**config.mk**
```make
export PLATFORM = sky130hd
export DESIGN_NAME = aes_keyexp
export DESIGN_NICKNAME = d
export VERILOG_FILES = /design/src/rtl/aes_pkg.sv /design/src/rtl/aes_keyexp.sv
export SDC_FILE = /design/constraint.sdc
export NUM_CORES = 2
export LEC_CHECK = 0
export BUFFER_PORTS_ARGS = -buffer_cell sky130_fd_sc_hd__buf_2
export CORE_MARGIN = 2
export CORE_UTILIZATION = 30
export DETAILED_ROUTE_END_ITERATION = 16
export PLACE_DENSITY_LB_ADDON = 0.3
export SETUP_SLACK_MARGIN = 0.02
export SLEW_MARGIN = 20
export SYNTH_ARGS = -nofsm -noshare
export SYNTH_HDL_FRONTEND = slang
export SYNTH_SLANG_ARGS = --single-unit
export TNS_END_PERCENT = 50
```
**constraint.sdc**
```tcl
create_clock -name i_clk -period 13 [get_ports i_clk]
set_clock_uncertainty 0.2 [all_clocks]
set_input_delay 2.6 -clock i_clk [delete_from_list [all_inputs] [get_ports i_clk]]
set_output_delay 2.6 -clock i_clk [all_outputs]
set_load 0.01 [all_outputs]
```
**src/rtl/aes_pkg.sv**
```systemverilog
// ----------------------------------------------------------------------------
// AES-128 CBC package
// S-boxes, GF(2^8) helpers, FSM state and column lane control types.
// ----------------------------------------------------------------------------
package aes_pkg;

    localparam int ROUND_COUNT = 10;
    localparam int KEY_WORDS   = 4 * (ROUND_COUNT + 1);
    localparam int RND_BITS    = $clog2(ROUND_COUNT + 1);
    localparam int CFG_BITS    = 3;

    localparam logic [CFG_BITS-1:0] REG_KEY_HIGH     = 3'd0;
    localparam logic [CFG_BITS-1:0] REG_KEY_LOW      = 3'd1;
    localparam logic [CFG_BITS-1:0] REG_IV_HIGH      = 3'd2;
    localparam logic [CFG_BITS-1:0] REG_IV_LOW       = 3'd3;
    localparam logic [CFG_BITS-1:0] REG_DECRYPT_MODE = 3'd4;
    localparam logic [CFG_BITS-1:0] REG_CHAIN_ENABLE = 3'd5;

    typedef enum logic [1:0] {
        ST_IDLE,
        ST_RUN,
        ST_DONE
    } t_state;

    // per-round lane control
    typedef struct packed {
        logic inv;
        logic first;
        logic last;
    } t_lane_ctl;

    typedef logic [7:0] t_sbox [256];

    localparam t_sbox SBOX = '{
    8'h63,8'h7C,8'h77,8'h7B,8'hF2,8'h6B,8'h6F,8'hC5,8'h30,8'h01,8'h67,8'h2B,8'hFE,8'hD7,8'hAB,8'h76,
    8'hCA,8'h82,8'hC9,8'h7D,8'hFA,8'h59,8'h47,8'hF0,8'hAD,8'hD4,8'hA2,8'hAF,8'h9C,8'hA4,8'h72,8'hC0,
    8'hB7,8'hFD,8'h93,8'h26,8'h36,8'h3F,8'hF7,8'hCC,8'h34,8'hA5,8'hE5,8'hF1,8'h71,8'hD8,8'h31,8'h15,
    8'h04,8'hC7,8'h23,8'hC3,8'h18,8'h96,8'h05,8'h9A,8'h07,8'h12,8'h80,8'hE2,8'hEB,8'h27,8'hB2,8'h75,
    8'h09,8'h83,8'h2C,8'h1A,8'h1B,8'h6E,8'h5A,8'hA0,8'h52,8'h3B,8'hD6,8'hB3,8'h29,8'hE3,8'h2F,8'h84,
    8'h53,8'hD1,8'h00,8'hED,8'h20,8'hFC,8'hB1,8'h5B,8'h6A,8'hCB,8'hBE,8'h39,8'h4A,8'h4C,8'h58,8'hCF,
    8'hD0,8'hEF,8'hAA,8'hFB,8'h43,8'h4D,8'h33,8'h85,8'h45,8'hF9,8'h02,8'h7F,8'h50,8'h3C,8'h9F,8'hA8,
    8'h51,8'hA3,8'h40,8'h8F,8'h92,8'h9D,8'h38,8'hF5,8'hBC,8'hB6,8'hDA,8'h21,8'h10,8'hFF,8'hF3,8'hD2,
    8'hCD,8'h0C,8'h13,8'hEC,8'h5F,8'h97,8'h44,8'h17,8'hC4,8'hA7,8'h7E,8'h3D,8'h64,8'h5D,8'h19,8'h73,
    8'h60,8'h81,8'h4F,8'hDC,8'h22,8'h2A,8'h90,8'h88,8'h46,8'hEE,8'hB8,8'h14,8'hDE,8'h5E,8'h0B,8'hDB,
    8'hE0,8'h32,8'h3A,8'h0A,8'h49,8'h06,8'h24,8'h5C,8'hC2,8'hD3,8'hAC,8'h62,8'h91,8'h95,8'hE4,8'h79,
    8'hE7,8'hC8,8'h37,8'h6D,8'h8D,8'hD5,8'h4E,8'hA9,8'h6C,8'h56,8'hF4,8'hEA,8'h65,8'h7A,8'hAE,8'h08,
    8'hBA,8'h78,8'h25,8'h2E,8'h1C,8'hA6,8'hB4,8'hC6,8'hE8,8'hDD,8'h74,8'h1F,8'h4B,8'hBD,8'h8B,8'h8A,
    8'h70,8'h3E,8'hB5,8'h66,8'h48,8'h03,8'hF6,8'h0E,8'h61,8'h35,8'h57,8'hB9,8'h86,8'hC1,8'h1D,8'h9E,
    8'hE1,8'hF8,8'h98,8'h11,8'h69,8'hD9,8'h8E,8'h94,8'h9B,8'h1E,8'h87,8'hE9,8'hCE,8'h55,8'h28,8'hDF,
    8'h8C,8'hA1,8'h89,8'h0D,8'hBF,8'hE6,8'h42,8'h68,8'h41,8'h99,8'h2D,8'h0F,8'hB0,8'h54,8'hBB,8'h16};

    localparam t_sbox RSBOX = '{
    8'h52,8'h09,8'h6A,8'hD5,8'h30,8'h36,8'hA5,8'h38,8'hBF,8'h40,8'hA3,8'h9E,8'h81,8'hF3,8'hD7,8'hFB,
    8'h7C,8'hE3,8'h39,8'h82,8'h9B,8'h2F,8'hFF,8'h87,8'h34,8'h8E,8'h43,8'h44,8'hC4,8'hDE,8'hE9,8'hCB,
    8'h54,8'h7B,8'h94,8'h32,8'hA6,8'hC2,8'h23,8'h3D,8'hEE,8'h4C,8'h95,8'h0B,8'h42,8'hFA,8'hC3,8'h4E,
    8'h08,8'h2E,8'hA1,8'h66,8'h28,8'hD9,8'h24,8'hB2,8'h76,8'h5B,8'hA2,8'h49,8'h6D,8'h8B,8'hD1,8'h25,
    8'h72,8'hF8,8'hF6,8'h64,8'h86,8'h68,8'h98,8'h16,8'hD4,8'hA4,8'h5C,8'hCC,8'h5D,8'h65,8'hB6,8'h92,
    8'h6C,8'h70,8'h48,8'h50,8'hFD,8'hED,8'hB9,8'hDA,8'h5E,8'h15,8'h46,8'h57,8'hA7,8'h8D,8'h9D,8'h84,
    8'h90,8'hD8,8'hAB,8'h00,8'h8C,8'hBC,8'hD3,8'h0A,8'hF7,8'hE4,8'h58,8'h05,8'hB8,8'hB3,8'h45,8'h06,
    8'hD0,8'h2C,8'h1E,8'h8F,8'hCA,8'h3F,8'h0F,8'h02,8'hC1,8'hAF,8'hBD,8'h03,8'h01,8'h13,8'h8A,8'h6B,
    8'h3A,8'h91,8'h11,8'h41,8'h4F,8'h67,8'hDC,8'hEA,8'h97,8'hF2,8'hCF,8'hCE,8'hF0,8'hB4,8'hE6,8'h73,
    8'h96,8'hAC,8'h74,8'h22,8'hE7,8'hAD,8'h35,8'h85,8'hE2,8'hF9,8'h37,8'hE8,8'h1C,8'h75,8'hDF,8'h6E,
    8'h47,8'hF1,8'h1A,8'h71,8'h1D,8'h29,8'hC5,8'h89,8'h6F,8'hB7,8'h62,8'h0E,8'hAA,8'h18,8'hBE,8'h1B,
    8'hFC,8'h56,8'h3E,8'h4B,8'hC6,8'hD2,8'h79,8'h20,8'h9A,8'hDB,8'hC0,8'hFE,8'h78,8'hCD,8'h5A,8'hF4,
    8'h1F,8'hDD,8'hA8,8'h33,8'h88,8'h07,8'hC7,8'h31,8'hB1,8'h12,8'h10,8'h59,8'h27,8'h80,8'hEC,8'h5F,
    8'h60,8'h51,8'h7F,8'hA9,8'h19,8'hB5,8'h4A,8'h0D,8'h2D,8'hE5,8'h7A,8'h9F,8'h93,8'hC9,8'h9C,8'hEF,
    8'hA0,8'hE0,8'h3B,8'h4D,8'hAE,8'h2A,8'hF5,8'hB0,8'hC8,8'hEB,8'hBB,8'h3C,8'h83,8'h53,8'h99,8'h61,
    8'h17,8'h2B,8'h04,8'h7E,8'hBA,8'h77,8'hD6,8'h26,8'hE1,8'h69,8'h14,8'h63,8'h55,8'h21,8'h0C,8'h7D};

    function automatic logic [7:0] xt(input logic [7:0] x);
        return {x[6:0], 1'b0} ^ (x[7] ? 8'h1b : 8'h00);
    endfunction

    function automatic logic [31:0] sub_word(input logic [31:0] w);
        return {SBOX[w[31:24]], SBOX[w[23:16]], SBOX[w[15:8]], SBOX[w[7:0]]};
    endfunction

endpackage

```
**src/rtl/aes_keyexp.sv**
```systemverilog
// ----------------------------------------------------------------------------
// AES-128 key expansion
// Expands the key one round key (four words) per cycle into a register file.
// ----------------------------------------------------------------------------
module aes_keyexp (
    input  logic                         i_clk,
    input  logic                         i_rst_n,
    input  logic                         i_start,
    input  logic [127:0]                 i_key,
    input  logic [aes_pkg::RND_BITS-1:0] i_rnd,
    output logic [127:0]                 o_rkey,
    output logic                         o_busy
);

    logic [127:0]                 r_rk [aes_pkg::ROUND_COUNT+1];
    logic [127:0]                 r_cur;
    logic [7:0]                   r_rc;
    logic [aes_pkg::RND_BITS-1:0] r_idx;
    logic                         r_busy;
    logic [127:0]                 n_cur;
    logic [31:0]                  w0, w1, w2, w3, t;

    always_comb begin
        t  = aes_pkg::sub_word({r_cur[23:0], r_cur[31:24]}) ^ {r_rc, 24'h0};
        w0 = r_cur[127:96] ^ t;
        w1 = r_cur[95:64] ^ w0;
        w2 = r_cur[63:32] ^ w1;
        w3 = r_cur[31:0] ^ w2;
        n_cur = {w0, w1, w2, w3};
    end

    always_ff @(posedge i_clk) begin
        if (!i_rst_n) begin
            r_busy <= 1'b0;
            r_idx  <= '0;
        end else if (i_start) begin
            r_busy <= 1'b1;
            r_idx  <= '0;
        end else if (r_busy) begin
            r_idx <= r_idx + 1'b1;
            if (r_idx == aes_pkg::RND_BITS'(aes_pkg::ROUND_COUNT)) begin
                r_busy <= 1'b0;
            end
        end
    end

    always_ff @(posedge i_clk) begin
        if (i_start) begin
            r_cur <= i_key;
            r_rc  <= 8'h01;
        end else if (r_busy) begin
            r_rk[r_idx] <= r_cur;
            r_cur       <= n_cur;
            r_rc        <= aes_pkg::xt(r_rc);
        end
    end

    assign o_rkey = r_rk[i_rnd];
    assign o_busy = r_busy;

endmodule

```
==> results.json <==
{
  "clk_latency_ns": 0.87,
  "fin_crit_sh_pct": 65.8,
  "yosys.cell_types.count": 112,
  "total_power_mw": 21.6,
  "hold_path_class": "flip-flop to flip-flop",
  "wl_met1_mm": 109,
  "cap_viol_max_count": 0,
  "yosysSeqAreaShare_pct": 61.8,
  "required_ns": 10.20,
  "hold_buffers": 0,
  "areaGrowthSynthToFinish_pct": 13.3,
  "synth_cells": 4915,
  "grt_pass1_wl_mm": 369,
  "grt_pass1_vias": 47400,
  "synth_warnings": 0,
  "synth_most_common_cell": "edfxtp_1",
  "cts_sinks": 1549,
  "htree_levels": 4,
  "slew_violations": 0,
  "rsz0062_at_grt": "false",
  "relSlewSlack_pct": 14.5,
  "yosysTopAreaCellShare_pct": 61.5,
  "setup_viol": 0,
  "syn_area_um2": 75100,
  "clock.fmax_mhz": 117,
  "hpwl_mm": 160,
  "drive_gt1_share_pct": 24.4,
  "criticalPathCategory": "input pin to output port",
  "cp_max_fo": 54,
  "ant_nets": 0,
  "coreArea_um2": 249000,
  "fin_area_um2": 85000,
  "postCtsSetupBuffers": 0,
  "vdd.ir_drop.worst_uv": 189,
  "gp_congestion": 0.950,
  "viasPerCell": 5.64,
  "fill_cells": 24000,
  "detailedPlace.worstSlack_ns": 4.34,
  "setup_ws_ns": 4.44,
  "clockBufferDepth": 3,
  "synth_top_area_cell": "edfxtp_1",
  "cp.arrival_ns": 5.76,
  "io_pins": 264,
  "worstSetupStartpointType": "input pin",
  "rows": 183,
  "post_cts_resized": 0,
  "worstSetupEndpointType": "output port",
  "hold_viol": 0,
  "grt_max_degree": 146,
  "cts.clk_slew.worst_paths_ns": 0.06,
  "start_util_pct": 30.2,
  "ys.flop_type": "edfxtp_1",
  "wl_met3_mm": 16.1,
  "worst_pin_slew_ns": 1.28,
  "die_w_um": 504,
  "cellPowerDensity_nw_per_um2": 254,
  "synth-async-reset-ratio_pct": 0,
  "cts-buffers-inserted": 169,
  "via_count": 48100,
  "fin_nets": 5237,
  "finalSetupTns_ns": 0,
  "holdWs_ns": 0.323,
  "synth_seq_cells": 1549,
  "port_buffers": 263,
  "routed_wl_mm": 263,
  "die_y_um": 504,
  "layout_min_cycle_time_ns": 8.56,
  "synth_edf_count": 1536,
  "top_layer": "met4",
  "synthTopCellsByCount": "edfxtp_1 (1536), mux4_2 (409), nand2_1 (280)",
  "track_usage_pct": 20.1,
  "routedWlPerCell_um": 30.8,
  "cts_tree": "done",
  "die-area_um2": 254000,
  "dr.pass1.iters": 6,
  "root_buffer": "clkbuf_16",
  "synth_area_leaders": "edfxtp_1 (61%), mux4_2 (12%), mux2_2 (2.6%)",
  "place_area_um2": 79600,
  "multi_input_area_um2": 26500,
  "leakagePower_nw": 27.3,
  "first_iter_violations": 5963,
  "syn_nets": 5114,
  "status": "finished clean",
  "avgSynthCellArea_um2": 15.3,
  "grt_overflow": 0,
  "drc": 0,
  "wl_met2_mm": 123,
  "seq_area_um2": 46400,
  "grt_antenna_before_repair": 45
}
sequential cells by signal (all words and copies together) (netlist names):
| register | cells |
|---|---|
| r_rk | 1408 |
| r_cur | 128 |
| r_rc | 8 |
| r_idx | 4 |
| o_busy | 1 |
where the power goes:
| group | leakage, nW | internal [mW] | switching [mW] |
|---|---|---|---|
| Combinational | 10.6 | 3.16 | 6.23 |
| Clock | 2.59 | 2.59 | 2.08 |
| Sequential | 14.1 | 6.62 | 0.902 |
| Total | 27.3 | 12.4 | 9.21 |
logic make-up after synthesis:
| logic type | Yosys count | share of synthesized area (%) |
|---|---|---|
| and+or+nand+nor | 1009 | 6.75 |
| muxes | 631 | 15.5 |
| AOI/OAI and AO/OA | 1035 | 9.40 |
| xor gates and xnor gates | 162 | 2.57 |
| buffers and inverters | 465 | 2.88 |
| DFF | 1549 | 61.8 |
| adders and majority gates | 64 | 1.07 |
placed cells by master, fill, tap and decap left out, types with 89 or more instances in the layout:
cell type     n
nand2b_1     89
nor3_1       89
edfxtp_1   1536
mux2_2      175
nor2_1      178
nand2_1     280
buf_2       258
mux4_2      409
clkbuf_16   169
buf_4        91
o21ai_0     251
nor2b_1      95
a21oi_1     178
metrics by stage:
step / std cells / utilization, %
after floorplan: 4915 / -
after global placement: 8197 / 32.0
after detailed placement: 8197 / 32.0
after CTS: 8505 / 34.2
after global routing: 8517 / 34.2
final: 8527 / 34.2
worst paths after layout:
check	slack (ns)	depth (start not counted)	startpoint	end
worst max register to register	6.72	13	r_cur[8]	r_cur[23]
worst min-delay path	0.32	2	r_rc[1]	r_rc[1]
worst max-delay path	4.44	6	i_rnd[0]	o_rkey[37]
worst min register to register	0.32	2	r_rc[1]	r_rc[1]
critical path, cell delays in order:
cell	delay [ns]
buf_8	0.48
buf_4	0.73
buf_4	0.52
mux4_2	0.56
mux4_2	0.51
buf_2	0.17
layer usage:
layer  GRT usage (%)  vias to the layer above
li1                -                    20100
met4            10.2                        0
met3            3.21                      487
met1            26.6                    25300
met5               0                        -
met2            31.9                     2244
final cells by class:
type	instances	share of cell area [%]
diodes	22	0.0648
clock buffers	209	5.15
clock inverters	99	1.19
inverters	51	0.227
multi-input cells	2901	31.2
flip-flops and latches	1549	54.6
well taps	3330	4.90
repair buffers	366	2.69
(Power assumes the default switching activity.)
